`config.mk`:
```
export PLATFORM = sky130hd
export DESIGN_NAME = cti_div
export DESIGN_NICKNAME = d
export VERILOG_FILES = /design/src/design/cti_pkg.sv /design/src/design/cti_div.sv
export SDC_FILE = /design/constraint.sdc
export NUM_CORES = 1
export LEC_CHECK = 0
export ABC_AREA = 1
export BUFFER_PORTS_ARGS = -buffer_cell sky130_fd_sc_hd__buf_2
export CAP_MARGIN = 20
export CORE_ASPECT_RATIO = 0.9
export CORE_UTILIZATION = 35
export DETAILED_ROUTE_END_ITERATION = 8
export PLACE_DENSITY_LB_ADDON = 0.3
export SLEW_MARGIN = 20
export SYNTH_ARGS = -nofsm -noshare
export SYNTH_HDL_FRONTEND = slang
export SYNTH_SLANG_ARGS = --single-unit
```
`constraint.sdc`:
```
create_clock -name i_clk -period 2.9 [get_ports i_clk]
set_input_delay 0.145 -clock i_clk [delete_from_list [all_inputs] [get_ports i_clk]]
set_output_delay 0.145 -clock i_clk [all_outputs]
set_load 0.01 [all_outputs]
```
`src/design/cti_pkg.sv`:
```
// ============================================================================
// cti_pkg: shared definitions for the calibration table interpolator
// Item types, sizing constants, codes and the table address helper.
// ============================================================================
package cti_pkg;

    // sizing
    localparam int MOTOR_COUNT = 4;
    localparam int MAX_ENTRIES = 32;
    localparam int ADC_BITS    = 10;
    localparam int CHANNELS    = 2;

    // fixed field widths
    localparam int ENTRY_W    = 16;
    localparam int READING_W  = 10;
    localparam int Q_W        = 24;
    localparam int ENTRIES_W  = 6;
    localparam int CFG_IDX_W  = 3;
    localparam int CFG_DATA_W = 24;

    // derived
    localparam int TABLE_DEPTH = CHANNELS * MOTOR_COUNT * MAX_ENTRIES;
    localparam int ADDR_W      = $clog2(TABLE_DEPTH);
    localparam int K_W         = $clog2(MAX_ENTRIES);
    localparam int CNT_W       = $clog2(MAX_ENTRIES + 1);
    localparam int RD_W        = (ADC_BITS < READING_W) ? ADC_BITS : READING_W;
    localparam int PROD_W      = RD_W + Q_W;
    localparam int DIV_CNT_W   = $clog2(PROD_W + 1);
    localparam int SUM_W       = Q_W + K_W + 2;

    // command codes
    localparam logic CMD_LOAD    = 1'b0;
    localparam logic CMD_CONVERT = 1'b1;

    // region codes
    localparam logic [1:0] REGION_BELOW  = 2'd0;
    localparam logic [1:0] REGION_INTERP = 2'd1;
    localparam logic [1:0] REGION_ABOVE  = 2'd2;

    // register indexes
    localparam logic [CFG_IDX_W-1:0] REG_VOLT_FIRST   = 3'd0;
    localparam logic [CFG_IDX_W-1:0] REG_VOLT_STEP    = 3'd1;
    localparam logic [CFG_IDX_W-1:0] REG_VOLT_LAST    = 3'd2;
    localparam logic [CFG_IDX_W-1:0] REG_VOLT_ENTRIES = 3'd3;
    localparam logic [CFG_IDX_W-1:0] REG_AMP_FIRST    = 3'd4;
    localparam logic [CFG_IDX_W-1:0] REG_AMP_STEP     = 3'd5;
    localparam logic [CFG_IDX_W-1:0] REG_AMP_LAST     = 3'd6;
    localparam logic [CFG_IDX_W-1:0] REG_AMP_ENTRIES  = 3'd7;

    // reset values and limits
    localparam logic signed [Q_W-1:0]   STEP_RST    = 24'sd256;
    localparam logic [ENTRIES_W-1:0]    ENTRIES_RST = 6'd32;
    localparam logic signed [Q_W-1:0]   Q_MAX       = 24'sh7FFFFF;
    localparam logic signed [Q_W-1:0]   Q_MIN       = 24'sh800000;

    typedef struct packed {
        logic                 cmd;
        logic                 channel;
        logic [1:0]           motor;
        logic [4:0]           entry_index;
        logic [ENTRY_W-1:0]   entry_value;
        logic [READING_W-1:0] reading;
    } t_in_item;

    typedef struct packed {
        logic signed [Q_W-1:0] value;
        logic [1:0]            region;
        logic                  out_channel;
        logic [1:0]            out_motor;
    } t_out_item;

    // first table address of one channel/motor table
    function automatic logic [ADDR_W-1:0] base_addr(input logic channel,
                                                    input logic [1:0] motor);
        int a;
        a = (int'(channel) * MOTOR_COUNT + int'(motor)) * MAX_ENTRIES;
        return ADDR_W'(a);
    endfunction

endpackage

```
`src/design/cti_div.sv`:
```
// ============================================================================
// cti_div: serial unsigned divider
// Restoring division, one quotient bit per cycle, PROD_W-bit quotient.
// ============================================================================
module cti_div (
    input  logic                        i_clk,
    input  logic                        i_rst_n,
    input  logic                        i_start,
    input  logic [cti_pkg::PROD_W-1:0]  i_dividend,
    input  logic [cti_pkg::ENTRY_W-1:0] i_divisor,
    output logic                        o_done,
    output logic [cti_pkg::PROD_W-1:0]  o_quotient
);

    logic                          r_active;
    logic [cti_pkg::DIV_CNT_W-1:0] r_cnt;
    logic [cti_pkg::PROD_W-1:0]    r_dvd;
    logic [cti_pkg::ENTRY_W:0]     r_rem;
    logic [cti_pkg::ENTRY_W:0]     rem_sh;
    logic                          ge;

    assign rem_sh = {r_rem[cti_pkg::ENTRY_W-1:0], r_dvd[cti_pkg::PROD_W-1]};
    assign ge     = rem_sh >= {1'b0, i_divisor};

    always_ff @(posedge i_clk) begin
        if (!i_rst_n) begin
            r_active <= 1'b0;
            r_cnt    <= '0;
        end else if (i_start) begin
            r_active <= 1'b1;
            r_cnt    <= cti_pkg::DIV_CNT_W'(cti_pkg::PROD_W);
        end else if (r_active) begin
            r_cnt <= r_cnt - cti_pkg::DIV_CNT_W'(1);
            if (r_cnt == cti_pkg::DIV_CNT_W'(1)) begin
                r_active <= 1'b0;
            end
        end
    end

    // quotient bits shift in where dividend bits leave
    always_ff @(posedge i_clk) begin
        if (i_start) begin
            r_dvd <= i_dividend;
            r_rem <= '0;
        end else if (r_active) begin
            r_dvd <= {r_dvd[cti_pkg::PROD_W-2:0], ge};
            r_rem <= ge ? (rem_sh - {1'b0, i_divisor}) : rem_sh;
        end
    end

    assign o_done     = r_active && (r_cnt == cti_pkg::DIV_CNT_W'(1));
    assign o_quotient = r_dvd;

endmodule

```
Yosys cells after proc, flatten, opt, wreduce, memory -nomap -nowiden
Index checks and enable logic that the tools add are counted.

operators by class
  multipliers = 0
  mux-type cells = 8
  bitwise logic cells = 1
  shift operators = 0
  divide/modulo/power cells = 0
  reduce and logical (&&, ||, !) cells = 3
  equality and inequality tests = 1
  $add $sub $neg = 2
  magnitude comparators = 1

operator list
  operator                                           number
  2-to-1 mux 34 bit                                  2
  greater-or-equal comparator 17 x 16 -> 1 bit       1
  2-to-1 mux 16 bit                                  1
  subtractor 16 bit                                  1
  2-to-1 mux 6 bit                                   2
  == test 6 x 1 -> 1 bit (second input constant)     1
  subtractor 6 x 1 -> 6 bit (second input constant)  1
  2-to-1 mux 1 bit                                   3
  nonzero test 2 bit                                 1
  OR reduction 2 bit                                 1
  logical AND 1 bit                                  1
  NOT 1 bit                                          1

storage, ports and cells
  input bits = 53
  ROM bits = 0
  bits in latches = 0
  register bits = 57
  memories kept = 0
  bits in writable memories = 0
  word-level logic and storage cells = 21

Longest topological paths before layout
Gate-level depths: netlist of run 1.

  depth in word-level cells = 4
  depth in mapped cells = 15
  mapped depth without buffers = 14

Worst setup path after synthesis of run 1
Ideal clock, no wire load.

  path type = register to register
  from = register r_active
  to = register r_dvd (netlist bit o_quotient[0]), enable pin
  required time = 2,488 ps
  arrival time = 1,427 ps
  cell stages (with the launch flop) = 4
  setup slack = 1,062 ps
  setup time = 412 ps
  cell sequence = dfxtp_1 nor2_1 clkbuf_1 inv_1

between the ends
  longest elaborated chain between the ends = 1

ends and longest elaborated chain
  item                          RTL line       source
  start: declaration            cti_div.sv:15  logic r_active;
  start signal: assignment      cti_div.sv:27  r_active <= 1'b0;
  start signal: assignment      cti_div.sv:30  r_active <= 1'b1;
  start signal: assignment      cti_div.sv:35  r_active <= 1'b0;
  nonzero test 2 bit (no line)  --
  end signal: assignment        cti_div.sv:43  r_dvd <= i_dividend;
  end signal: assignment        cti_div.sv:46  r_dvd <= {r_dvd[cti_pkg::PROD_W-2:0], ge};
  end: declaration              cti_div.sv:17  logic [cti_pkg::PROD_W-1:0] r_dvd;

Every way passes these cells.
A chain may end at the register's enable or synchronous reset.

Worst setup path after layout of run 1
  from = register r_rem[13] (netlist bit)
  to = register r_rem[13] (netlist bit)

between the ends
  longest elaborated chain between the ends = 2

ends and longest elaborated chain
  item                                          RTL line       source
  start: declaration                            cti_div.sv:18  logic [cti_pkg::ENTRY_W:0] r_rem;
  start signal: assignment                      cti_div.sv:47  r_rem <= ge ? (rem_sh - {1'b0, i_divisor}) : rem_sh;
  greater-or-equal comparator 17 x 16 -> 1 bit  cti_div.sv:23  assign ge = rem_sh >= {1'b0, i_divisor};
  2-to-1 mux 16 bit                             cti_div.sv:47

Every way passes these cells.

==> impl_metrics.py, run 1 <==
metrics = {
    "synthesis": {
        "ys_seq_area_frac": 0.4001,
        "yosysWarnings": 0,
        "netlist_area_um2": 3702,
        "synth.distinct_cells": 36,
        "synthCells": 509,
        "syn_nets": 581,
        "synth_area_per_cell_um2": 7.274,
        "ys_ff_latch": 57,
    },
    "clock_network": {
        "clk_root_buffer_cell": "clkbuf_16",
        "insertion_delay_ps": 330,
        "clock_path_buffers": 2,
        "cts_resized": 0,
        "postCtsHoldBufs": 0,
        "cts_made_buffers": 9,
        "cts_max_level": 3,
        "cts_tree": "yes",
        "cts_sinks": 57,
        "path_clk_slew_ps": 60,
        "post_cts_buffers": 0,
    },
    "finish": {
        "antenna-diode-count": 0,
        "fill_cells": 1083,
        "syn_to_final_growth_pct": 22.74,
        "drive_above_1_share": 0.2206,
        "post-route-util": 0.4435,
        "nets": 670,
    },
    "sta": {
        "hold_viol": 0,
        "tightest_slew_ps": 607.8,
        "period_share": 0.6901,
        "setup_tns_ps": 0,
        "fin_hold_ws_ps": 49.79,
        "finalWorstSetupSlack_ps": 898.6,
        "fmax_ghz": 0.4997,
        "skew_ps": 8.523,
        "grt_setup_unrepaired": "no",
        "final_max_slew_viol_count": 0,
        "period_needed_ps": 2001,
        "slew_headroom": 0.5944,
        "finalSetupViolations": 0,
    },
    "place": {
        "place_ws_ps": 911.2,
        "place.gp.congestion": 0.8347,
        "io_buffers": 87,
        "hpwl_um": 6736,
    },
    "route": {
        "drt_iter0_drc": 201,
        "routed_wl_um": 9195,
        "first_pass_iters": 5,
        "drc_errors": 0,
        "via_per_inst": 4.668,
        "num_vias": 3417,
        "postRouteAntennaNets": 0,
        "post_drt_wl_per_cell_um": 12.56,
    },
    "die": {
        "dieArea_um2": 10990,
        "die_h_um": 99.57,
        "coreArea_um2": 10250,
        "ios": 88,
        "start_util": 0.3613,
        "rows": 35,
        "fp.dieW_um": 110.4,
    },
    "critical_path": {
        "path_max_fanout": 18,
        "cpMostUsedCell": "nand2_1",
        "crit_path_max_incr_delay_ps": 370,
        "critPathArrivalTime_ps": 2270,
        "cp-end-kind": "register",
        "cp-start-kind": "register",
        "critPathKind": "register to register",
        "cp.required_ps": 3170,
        "cp_slowest_cell": "ha_1",
        "path_cells": "ha_1 -> a21oi_1 -> o21a_1 -> nand2_2 -> nor2_8 -> nand2_8 -> nand2_1 -> nand3_1 -> nand2_1",
    },
    "global_route": {
        "globalRouteTotalUtil": 0.1722,
        "antenna_found_initial": 0,
        "grt_max_degree": 34,
        "grt_pass1_wl_um": 15170,
        "grt_pass1_vias": 3206,
        "grt-ovfl-total": 0,
    },
    "power": {
        "max-vdd-ir-drop_mv": 0.2223,
        "p_leak_nw": 2.481,
        "power.total_mw": 2.356,
        "powerDensity_nw_per_um2": 518.5,
    },
    "run_status": {
        "status": "finished, final reports clean",
    },
    "worst_hold_path": {
        "hp-class": "input pin to register",
    },
    "flow_run": {
        "maxCapViolCount": 0,
    },
}
==> path summary, 6_finish.rpt <==
path	from	to	slack, ps	cells after the start
max	r_rem[13]	r_rem[13]	900	9
min reg2reg	r_rem[9]	r_rem[9]	480	2
min	i_rst_n	r_cnt[5]	50	3
max reg2reg	r_rem[13]	r_rem[13]	900	9
==> synthesized netlist by cell type, drive strengths merged <==
cell type | n | share of area
a21oi | 13 | 0.019
fa | 1 | 0.0054
dfxtp | 23 | 0.12
nor3 | 5 | 0.0068
inv | 69 | 0.070
nand2 | 250 | 0.27
edfxtp | 34 | 0.28
nand3 | 28 | 0.039
buf | 8 | 0.018
clkbuf | 6 | 0.0061
nor4 | 1 | 0.0017
a221oi | 1 | 0.0024
o21a | 1 | 0.0020
xnor2 | 5 | 0.012
nor2 | 17 | 0.024
a31oi | 2 | 0.0034
ha | 18 | 0.061
nand3b | 19 | 0.040
nand4 | 4 | 0.0068
xor2 | 2 | 0.0047
o21bai | 1 | 0.0020
or3 | 1 | 0.0017
==> critical path, delay by kind of cell, from the launching register on <==
kind,cells,cell delay [ps]
fa+ha+maj,1,370
simple gates,6,860
flops,1,330
compound gates,2,410
==> per-layer routing <==
metal	global-route usage	up-vias	routed length, µm
li1	-	1773	-
met1	0.2290	1572	4567
met2	0.2747	58	4194
met3	0.04083	14	273
met4	0.05949	0	159
met5	0	-	0
==> logic make-up (layout without fill, tap and decap cells) <==
| logic type | count (synthesis) | count (layout) | share of synthesized area |
|---|---|---|---|
| compound gates | 18 | 18 | 0.02839 |
| fa+ha+maj | 19 | 19 | 0.06624 |
| flops | 57 | 57 | 0.4001 |
| xor+xnor | 7 | 7 | 0.01656 |
| simple gates | 325 | 325 | 0.3944 |
| buf+inv | 83 | 177 | 0.09429 |
==> where the power goes <==
part | internal (mW) | switching, mW
registers | 0.931 | 0.0328
logic | 0.125 | 0.190
clock network | 0.685 | 0.392
==> area by class of cell <==
class | instances | area (µm²) | share of cell area
clock buffer | 11 | 242.7 | 0.05341
clock inverter | 5 | 55.05 | 0.01211
inverter | 69 | 259.0 | 0.05699
multi-input combinational | 369 | 1872 | 0.4119
sequential | 57 | 1481 | 0.3260
tap | 129 | 161.4 | 0.03552
timing repair buffer | 92 | 473.0 | 0.1041
==> sequential cells by signal, summed over array words and instances (netlist names) <==
signal,cells
r_cnt,6
r_active,1
r_rem,16
o_quotient,34
==> through the flow <==
stage / cells / instance area, µm²
3_3_place_gp: 716 / 4247
3_5_place_dp: 716 / 4247
2_1_floorplan: 509 / 3702
4_1_cts: 732 / 4544
5_1_grt: 732 / 4544
6_report: 732 / 4544
==> cell usage in the layout, fill, tap and decap left out, drive strengths merged, types with 11 or more instances in the layout <==
cell / instances
a21oi: 13
buf: 92
clkbuf: 11
dfxtp: 23
edfxtp: 34
ha: 18
inv: 69
nand2: 250
nand3: 28
nand3b: 19
nor2: 17
Power figures use the tool's default switching activity.
==> inputs of run 2 (changes only) <==
==> constraint.sdc (replaced) <==
create_clock -name i_clk -period 1.8 [get_ports i_clk]
set_input_delay 0.09 -clock i_clk [delete_from_list [all_inputs] [get_ports i_clk]]
set_output_delay 0.09 -clock i_clk [all_outputs]
set_load 0.01 [all_outputs]
==> impl_metrics.py, run 2 (synthesized netlist as in run 1, its figures left out) <==
metrics = {
    "run_status": {
        "status": "finished, final reports clean",
    },
    "sta": {
        "final_max_slew_viol_count": 0,
        "finalSetupViolations": 0,
        "period_needed_ps": 1763,
        "tightest_slew_ps": 341.2,
        "fmax_ghz": 0.5674,
        "setup_tns_ps": 0,
        "slew_headroom": 0.7721,
        "skew_ps": 6.544,
        "period_share": 0.9792,
        "grt_setup_unrepaired": "yes",
        "hold_viol": 0,
        "finalWorstSetupSlack_ps": 37.44,
    },
    "clock_network": {
        "cts_max_level": 3,
        "cts_tree": "yes",
        "cts_sinks": 57,
        "cts_made_buffers": 9,
        "clk_root_buffer_cell": "clkbuf_16",
        "insertion_delay_ps": 330,
        "clock_path_buffers": 2,
        "path_clk_slew_ps": 60,
    },
    "finish": {
        "post-route-util": 0.5234,
        "final_cell_mix": "nand2_1, buf_2, inv_1",
        "largest_reg_flops": 34,
        "layout_commonest_cell": "nand2_1",
        "drive_above_1_share": 0.3738,
        "antenna-diode-count": 0,
        "fill_cells": 966,
        "nets": 717,
        "syn_to_final_growth_pct": 44.88,
        "fin_area_um2": 5364,
    },
    "place": {
        "hpwl_um": 7021,
        "placed_cell_area_um2": 4553,
        "place_ws_ps": -91.39,
        "place.gp.congestion": 0.8626,
        "io_buffers": 87,
    },
    "global_route": {
        "antenna_found_initial": 0,
        "globalRouteTotalUtil": 0.1844,
        "grt_max_degree": 34,
        "grt-ovfl-total": 0,
        "grt_pass1_vias": 3353,
        "grt_pass1_wl_um": 16050,
    },
    "critical_path": {
        "cp.required_ps": 2020,
        "r2r_end": "r_rem[12]",
        "cp-end-kind": "register",
        "cp-start-kind": "register",
        "path_max_fanout": 8,
        "critPathArrivalTime_ps": 1980,
        "r2r-start": "r_rem[3]",
        "ff2ff_setup_slack_ps": 40,
        "critPathLaunch": "r_rem[3]",
        "rr_worst_depth": 13,
        "critPathKind": "register to register",
    },
    "worst_hold_path": {
        "min_to": "o_quotient[14]",
        "hold_path.startpoint": "i_dividend[14]",
        "hp-class": "input pin to register",
        "whs_path_depth": 3,
    },
    "power": {
        "p_int_mw": 2.842,
        "powerDensity_nw_per_um2": 722.5,
        "max-vdd-ir-drop_mv": 0.4597,
        "p_clk_frac": 0.438,
        "switching_power_mw": 1.033,
        "p_leak_nw": 2.774,
        "pwr-share-comb": 0.164,
        "power.share.switching": 0.2665,
        "p_seq_frac": 0.399,
        "power.total_mw": 3.875,
    },
    "flow_run": {
        "maxCapViolCount": 0,
    },
    "die": {
        "fp.dieW_um": 110.4,
        "rows": 35,
        "ios": 88,
        "die_h_um": 99.57,
        "start_util": 0.3613,
        "dieArea_um2": 10990,
        "coreArea_um2": 10250,
    },
    "route": {
        "first_pass_iters": 4,
        "via_per_inst": 4.688,
        "routed_wl_um": 10190,
        "post_drt_wl_per_cell_um": 13.08,
        "drt_iter0_drc": 171,
        "num_vias": 3652,
        "drc_errors": 0,
        "postRouteAntennaNets": 0,
    },
}
==> run 2: power groups by stage <==
| stage | registers [mW] | clock network (mW) | logic [mW] |
|---|---|---|---|
| 2_1_floorplan | 1.61 | 0 | 0.267 |
| 3_3_place_gp | 1.57 | 0 | 0.560 |
| 3_5_place_dp | 1.57 | 0 | 0.567 |
| 4_1_cts | 1.55 | 1.73 | 0.598 |
| 5_1_grt | 1.56 | 1.79 | 0.701 |
| 6_report | 1.54 | 1.70 | 0.634 |
==> run 2: critical path, stage by stage, from the launching register on <==
cell and delay (ps):
dfxtp_4 350, ha_4 300, nand2_1 80, inv_2 80
nand2_4 50, nor2_4 110, nand3_2 110, nand2_4 100
nor2_8 60, buf_12 140, nand2_8 100, nand2_1 60
nand3_1 60, nand2_1 60
==> run 2: worst max-delay path by stage <==
stage / end / slack (ps) / cells after the start
floorplan: r_rem[12] / 20 / 11
global placement: r_rem[8] / -40 / 11
detailed placement: r_rem[8] / -90 / 11
CTS: r_rem[9] / 2 / 10
global route: r_rem[12] / -50 / 11
finish: r_rem[12] / 40 / 13
==> run 2: layer usage <==
| layer | wire length (µm) | up-vias | GRT usage |
|---|---|---|---|
| met1 | 4663 | 1660 | 0.2414 |
| met3 | 491 | 15 | 0.04022 |
| met5 | 0 | - | 0 |
| li1 | - | 1873 | - |
| met2 | 4821 | 104 | 0.2948 |
| met4 | 210 | 0 | 0.07897 |
==> run 2: area by class of cell <==
cell class                      instances  area [µm²]  share of cell area
Multi-Input combinational cell        371        2261              0.4215
Clock inverter                          7       71.32             0.01330
Timing Repair Buffer                  137       875.8              0.1633
Tap cell                              129       161.4             0.03009
Sequential cell                        57        1506              0.2808
Inverter                               69       262.8             0.04899
Clock buffer                            9       225.2             0.04199
==> run 2: metrics by stage <==
stage	hold WS, ps	std cells
after floorplan	187.6	509
after global placement	305.4	751
after detailed placement	318.7	751
after CTS	21.97	773
after global routing	26.08	779
final	30.96	779
==> run 2: timing repair <==
action / CTS / global route
setup buffers: 3 / 6
endpoints found under the setup margin: 16 / 17
hold buffers: 1 / 0
cloned: 2 / 0
endpoints found under the hold margin: 1 / 0
pin swaps: 6 / 24
resized for setup: 27 / 52
